## src/rtl/lues_pkg.sv

```systemverilog
// lues_pkg: shared types and constants for the line upper envelope sweep
// used by lues_div and line_upper_envelope_sweep
`timescale 1ns / 1ps
package lues_pkg;
    localparam int SlopeW = 32;
    localparam int TagW   = 16;
    localparam int BoundW = 48;
    localparam int NumW   = 49;
    localparam logic signed [BoundW-1:0] BoundMax = {1'b0, {(BoundW-1){1'b1}}};
    localparam logic signed [BoundW-1:0] BoundMin = {1'b1, {(BoundW-1){1'b0}}};

    typedef struct packed {
        logic              start;
        logic signed [NumW-1:0] num;
        logic signed [SlopeW:0] den;
    } div_req_t;

    typedef struct packed {
        logic                     done;
        logic signed [BoundW-1:0] quot;
    } div_rsp_t;
endpackage

```

## src/rtl/lues_div.sv

```systemverilog
// lues_div: restoring signed divider, one quotient bit per cycle, saturated to 48 bits
// depends on lues_pkg
`timescale 1ns / 1ps
module lues_div
    import lues_pkg::*;
(
    input  logic     aclk,
    input  logic     aresetn,
    input  div_req_t req,
    output div_rsp_t rsp
);
    localparam int CntW = $clog2(NumW + 1);

    logic [NumW-1:0]   quo_reg;
    logic [SlopeW:0]   rem_reg;
    logic [SlopeW:0]   dv_reg;
    logic              neg_reg;
    logic [CntW-1:0]   cnt_reg;
    logic              busy_reg;
    logic              done_reg;

    logic [SlopeW+1:0] trial;
    logic [SlopeW+1:0] shifted;
    logic signed [NumW:0] sq;
    assign shifted = {rem_reg, quo_reg[NumW-1]};
    assign trial   = shifted - {1'b0, dv_reg};

    always_ff @(posedge aclk) begin
        if (!aresetn) begin
            busy_reg <= 1'b0;
            done_reg <= 1'b0;
        end else begin
            done_reg <= 1'b0;
            if (req.start) begin
                busy_reg <= 1'b1;
                quo_reg  <= req.num[NumW-1] ? NumW'(-req.num) : req.num;
                dv_reg   <= req.den[SlopeW] ? (SlopeW+1)'(-req.den) : req.den;
                neg_reg  <= req.num[NumW-1] ^ req.den[SlopeW];
                rem_reg  <= '0;
                cnt_reg  <= CntW'(NumW);
            end else if (busy_reg) begin
                if (!trial[SlopeW+1]) begin
                    rem_reg <= trial[SlopeW:0];
                    quo_reg <= {quo_reg[NumW-2:0], 1'b1};
                end else begin
                    rem_reg <= shifted[SlopeW:0];
                    quo_reg <= {quo_reg[NumW-2:0], 1'b0};
                end
                cnt_reg <= cnt_reg - 1'b1;
                if (cnt_reg == CntW'(1)) begin
                    busy_reg <= 1'b0;
                    done_reg <= 1'b1;
                end
            end
        end
    end

    // magnitude up to 2^48 so sign plus one bit covers it
    assign sq = neg_reg ? -$signed({1'b0, quo_reg}) : $signed({1'b0, quo_reg});
    always_comb begin
        rsp.done = done_reg;
        if (sq > $signed({{2{BoundMax[BoundW-1]}}, BoundMax})) rsp.quot = BoundMax;
        else if (sq < $signed({{2{BoundMin[BoundW-1]}}, BoundMin})) rsp.quot = BoundMin;
        else rsp.quot = sq[BoundW-1:0];
    end
endmodule

```

## config.mk

```make
export PLATFORM = sky130hd
export DESIGN_NAME = lues_div
export DESIGN_NICKNAME = d
export VERILOG_FILES = /design/src/rtl/lues_pkg.sv /design/src/rtl/lues_div.sv
export SDC_FILE = /design/constraint.sdc
export NUM_CORES = 1
export LEC_CHECK = 0
export BUFFER_PORTS_ARGS = -buffer_cell sky130_fd_sc_hd__buf_2
export CORE_MARGIN = 2
export CORE_UTILIZATION = 59
export DETAILED_ROUTE_END_ITERATION = 10
export PLACE_DENSITY = 0.85
export SLEW_MARGIN = 5
export SYNTH_ARGS = -nofsm -noshare
export SYNTH_HDL_FRONTEND = slang
export SYNTH_SLANG_ARGS = --single-unit
```

## constraint.sdc

```tcl
create_clock -name aclk -period 4.5 [get_ports aclk]
set_clock_uncertainty 0.15 [all_clocks]
set_input_delay 0 -clock aclk [delete_from_list [all_inputs] [get_ports aclk]]
set_output_delay 0 -clock aclk [all_outputs]
set_load 0.1 [all_outputs]
```

# [Word-level counts from Yosys, hierarchy flattened]
# Index checks and enable logic that the tools add are counted.
[totals] out_inout_bits=49 elab_cells=38 reg_bits=124
[op_classes] eq_ne=1 order_cmp=2 n_addsub=5 bitwise=3 mux=15 n_reduce_logical=4
[op_table] op="two-way mux 49 bit" count=3
[op_table] op="two-way mux 48 bit" count=2
[op_table] op="two-way mux 33 bit" count=2
[op_table] op="> comparator 50 x 48 -> 1 bit, second input constant" count=1
[op_table] op="less-than comparator 50 x 48 -> 1 bit, second input constant" count=1
[op_table] op="two-way mux 50 bit" count=1
[op_table] op="negator 49 -> 50 bit" count=1
[op_table] op="negator 49 bit" count=1
[op_table] op="subtractor 34 x 33 -> 34 bit" count=1
[op_table] op="negator 33 bit" count=1
[op_table] op="two-way mux 32 bit" count=1
[op_table] op="equality test 6 x 1 -> 1 bit, second input constant" count=1
[op_table] op="two-way mux 6 bit" count=1
[op_table] op="subtractor 6 x 1 -> 6 bit, second input constant" count=1
[op_table] op="two-way mux 1 bit" count=5
[op_table] op="AND reduction 2 bit" count=2
[op_table] op="OR reduction 3 bit" count=1
[op_table] op="inverter 1 bit" count=2
[op_table] op="nonzero test 2 bit" count=1
[op_table] op="bitwise XOR 1 bit" count=1

# [Logic depth before layout (Yosys ltp)]
[logic_depth] ltp_word=5 ltp_mapped=14

# [Worst setup path before layout]
# No wires, ideal clock.
[synth_path] path_type="reg-to-output" start="register quo_reg[36]" end="output port rsp[18] in the netlist's numbering" path_stages_with_launch=11 arrival_ps=4989 required_ps=4350 setup_slack_ps=-639 cell_sequence="edfxtp_1 or4_1 or4_1 or2_2 nor3_1 nand2b_1 or3_1 o211a_1 clkbuf_1 clkbuf_1 o21ai_0"
[synth_lines] item="start, declared" line_no="lues_div.sv:14" text="logic [NumW-1:0] quo_reg;"
[synth_lines] item="start signal, assigned" line_no="lues_div.sv:36" text="quo_reg <= req.num[NumW-1] ? NumW'(-req.num) : req.num;"
[synth_lines] item="start signal, assigned" line_no="lues_div.sv:44" text="quo_reg <= {quo_reg[NumW-2:0], 1'b1};"
[synth_lines] item="start signal, assigned" line_no="lues_div.sv:47" text="quo_reg <= {quo_reg[NumW-2:0], 1'b0};"
[synth_lines] item="end, declared" line_no="lues_div.sv:10" text="output div_rsp_t rsp"

# [Worst setup path in the final report]
[layout_path] start="input port req[6] in the netlist's numbering" end="register dv_reg[30], data pin"
[layout_between] elab_chain_len=2
[layout_lines] item="start, declared" line_no="lues_div.sv:9" text="input div_req_t req,"
[layout_lines] item="negator 33 bit" line_no="lues_div.sv:37" text="dv_reg <= req.den[SlopeW] ? (SlopeW+1)'(-req.den) : req.den;"
[layout_lines] item="two-way mux 32 bit" line_no="lues_div.sv:37"
[layout_lines] item="end signal, assigned" line_no="lues_div.sv:37"
[layout_lines] item="end, declared" line_no="lues_div.sv:16" text="logic [SlopeW:0] dv_reg;"
# Every way passes these cells.
# A chain may end at the register's enable or synchronous reset.

==> tab_implementation.tex <==
\begin{tabular}{lr}
\hline
Metric & Value \\
\hline
\multicolumn{2}{l}{\textbf{Drt}} \\
DRC violations left & 0 \\
Via count of the routed design & 9491 \\
TritonRoute pass-1 iters & 5 \\
Total length of routed wires & 28.8 mm \\
Initial drt markers & 904 \\
Avg WL per Cell & 18.8 um \\
DRT antenna net count & 0 \\
Via-to-Cell Ratio & 6.20 \\
\multicolumn{2}{l}{\textbf{Clocking}} \\
Num Clock Sinks & 124 \\
TritonCTS buffer count & 17 \\
Buffers from clock root to sink, at most & 2 \\
TritonCTS clock tree & yes \\
Library cell used as clock root buffer & sky130\_fd\_sc\_hd\_\_clkbuf\_16 \\
CTS HTree Levels & 4 \\
Clock slew at reported path FFs & 0.06 ns \\
Clock latency on the worst-skew pair & 0.43 ns \\
\multicolumn{2}{l}{\textbf{Synth}} \\
Most used DFF post-synth & sky130\_fd\_sc\_hd\_\_edfxtp\_1 \\
Cell count after synthesis & 1073 \\
Share of synthesized registers carrying an async set or reset & 0\% \\
Number of flops mapped to enable cells by yosys & 122 \\
Share of the yosys chip area belonging to registers & 39.2\% \\
Mapped Nets & 1197 \\
Netlist Area Pre-Place & 0.00946 sq mm \\
Seq cells post-synth & 124 \\
Count of distinct cell types in the synthesized netlist & 54 \\
Synthesized area per cell & 8.81 sq um \\
YS warnings & 0 \\
\multicolumn{2}{l}{\textbf{Cells and area}} \\
Leading cell types in the layout, fill and taps excluded & sky130\_fd\_sc\_hd\_\_nand2\_1 (126), sky130\_fd\_sc\_hd\_\_edfxtp\_1 (122), sky130\_fd\_sc\_hd\_\_xor2\_1 (106), sky130\_fd\_sc\_hd\_\_dlygate4sd3\_1 (106), sky130\_fd\_sc\_hd\_\_o21ai\_0 (103) \\
Flip-flop count of the largest register, all copies and words added & 49 \\
Fillers & 966 \\
Fin cells & 1531 \\
Most common library cell in the layout ignoring fill and taps & sky130\_fd\_sc\_hd\_\_nand2\_1 \\
Final net count & 1425 \\
Layout overhead on the synthesized area & 34.5\% \\
Share of post-route cells with drive strength above 1 & 15.8\% \\
\multicolumn{2}{l}{\textbf{Global route}} \\
Number of global-route vias before repair & 9010 \\
First-pass GRT wire length & 44.1 mm \\
Number of antenna violations at the first check in global routing & 0 \\
Grt total ovfl & 0 \\
Maximum number of pins on one net before global-route repair & 77 \\
Overall routing resource usage & 33.1\% \\
\multicolumn{2}{l}{\textbf{Floorplanning}} \\
Die extent in x & 131 um \\
Number of core rows & 46 \\
Area of the die & 0.0171 sq mm \\
Chip height & 131 um \\
Initial core utilization & 60.0\% \\
CORE AREA & 0.0158 sq mm \\
Number of top-level pins & 134 \\
\multicolumn{2}{l}{\textbf{Timing}} \\
Final worst slack & 0.0482 ns \\
Worst-margin pin slew & 0.927 ns \\
Top achievable clock speed & 225 MHz \\
Worst slew margin relative to its limit & 38.2\% \\
Number of hold violations in the final report & 0 \\
Total setup violations reported at the end of the flow & 0 \\
Final worst path period share & 98.9\% \\
Number of max-slew violations in the final report & 0 \\
Final critical delay including setup and external delays & 4.45 ns \\
Total negative slack for setup checks & 0 ns \\
\multicolumn{2}{l}{\textbf{Power}} \\
Switching power & 1.83 mW \\
Comb power frac & 41.3\% \\
Cell Int Power & 2.89 mW \\
Power share of the sequential group & 31.7\% \\
Leakage Power & 5.03 nW \\
Switching share of power & 38.8\% \\
Worst vdd ir & 274 uV \\
Fraction of power consumed by the clock network & 27.0\% \\
Total power per unit cell area & 371 mW/mm\^{}2 \\
Overall power after layout & 4.72 mW \\
\multicolumn{2}{l}{\textbf{Setup path}} \\
Maximum fanout along the worst path & 3 \\
Critical path data arrival time & 4.48 ns \\
Worst endpoint required time & 4.53 ns \\
Maximum single-stage delay on the critical path & 0.56 ns \\
Crit-path cells & dlygate4sd3\_1 -> buf\_2 -> or4\_4 -> or4\_4 -> or2\_4 -> or4\_4 -> or3\_4 -> or3\_4 -> or3\_4 -> o31ai\_4 -> xnor2\_1 -> dlygate4sd3\_1 \\
CP Class & input port to register \\
Slowest library cell on the worst path & sky130\_fd\_sc\_hd\_\_or4\_4 \\
Family with the most delay on the worst path & simple AND/OR/NAND/NOR gates \\
CP Launch Type & input port \\
Critical path capture point type & register \\
Count of buffering cells on the critical path with inverters included & 3 \\
\multicolumn{2}{l}{\textbf{Placement}} \\
PortBufs & 133 \\
Gp weighted congestion & 0.918 \\
Setup slack after placement & 0.162 ns \\
Dpl cells & 1388 \\
Placed wire-length estimate after detailed placement & 16.7 mm \\
\multicolumn{2}{l}{\textbf{Min path}} \\
Worst min path class & input port to register \\
\multicolumn{2}{l}{\textbf{Run}} \\
Maximum Capacitance Violations & 0 \\
\multicolumn{2}{l}{\textbf{Outcome}} \\
Status & complete, no violations \\
\hline
\end{tabular}
[power groups by stage]
stage	clock (mW)	sequential (mW)	combinational, mW
2_1_floorplan	0	1.49	1.25
3_3_place_gp	0	1.51	1.76
3_5_place_dp	0	1.51	1.80
4_1_cts	1.26	1.49	1.89
5_1_grt	1.32	1.51	2.07
6_report	1.27	1.50	1.95
[final cells by class]
| class | count | area, sq um | area share (%) |
|---|---|---|---|
| multi-input cells | 848 | 5430 | 42.7 |
| flip-flops and latches | 124 | 3700 | 29.1 |
| repair buffers | 255 | 2570 | 20.2 |
| clock buffers | 17 | 425 | 3.35 |
| well taps | 216 | 270 | 2.13 |
| inverters | 55 | 206 | 1.62 |
| clock inverters | 15 | 108 | 0.846 |
| diodes | 1 | 2.50 | 0.0197 |
[logic make-up after synthesis]
logic type | synth area share [%]
XOR/XNOR | 14.1
multiplexers | 0.450
AND/OR/NAND/NOR | 16.6
adder cells (fa/ha/maj) | 5.24
AO/OA/AOI/OAI | 20.3
flip-flops | 39.2
buffers and inverters | 4.13
[synth_stat cells (8+ instances only)]
library cell                 n  area, sq um
sky130_fd_sc_hd__inv_1      55          206
sky130_fd_sc_hd__nor2_1     86          323
sky130_fd_sc_hd__nor4_1     10         62.6
sky130_fd_sc_hd__or3_1      14         87.6
sky130_fd_sc_hd__or4_1      16          120
sky130_fd_sc_hd__nand3_1    17         85.1
sky130_fd_sc_hd__xnor2_1    46          403
sky130_fd_sc_hd__a21oi_1    97          485
sky130_fd_sc_hd__nor3_1     18         90.1
sky130_fd_sc_hd__o21ai_0   113          566
sky130_fd_sc_hd__nand2_1   126          473
sky130_fd_sc_hd__o41ai_1    20          175
sky130_fd_sc_hd__o31ai_1    37          278
sky130_fd_sc_hd__ha_1       38          475
sky130_fd_sc_hd__a211oi_1    9         67.6
sky130_fd_sc_hd__edfxtp_1  122         3660
sky130_fd_sc_hd__nand2b_1    8         50.1
sky130_fd_sc_hd__xor2_1    106          928
sky130_fd_sc_hd__clkbuf_1   43          161
[layer usage]
metal	share of wire [%]	global-route usage (%)	routed length, um
met5	0	0	0
met4	4.3	15.1	1230
met3	7.7	5.74	2210
met2	49	56.9	14100
met1	39	41.0	11200
[timing repair]
item / in CTS / in global routing
pin swaps: 0 / 3
gates resized for setup: 1 / 7
hold endpoints to repair: 87 / 0
hold buffers: 106 / 0
setup endpoints to repair: 47 / 50
setup buffers: 0 / 2
gates cloned: 0 / 2
[path summary, 6_finish.rpt]
check	startpoint	end	slack, ns	cells after the start
setup reg to reg	rem_reg[10]	rem_reg[1]	0.44	12
setup / recovery	req[6]	dv_reg[30]	0.05	12
hold reg to reg	rem_reg[29]	rem_reg[30]	0.47	1
hold / removal	req[32]	dv_reg[1]	0.11	2
[stage by stage]
stage	hold WS (ns)	util [%]	cell area [sq um]
global route	0.118	80.6	12700
global placement	0.0720	70.1	11000
CTS	0.0603	80.2	12600
floorplan	-0.0511	-	9460
finish	0.109	80.6	12700
detailed placement	0.0813	70.1	11000
Power figures use the tool's default switching activity.
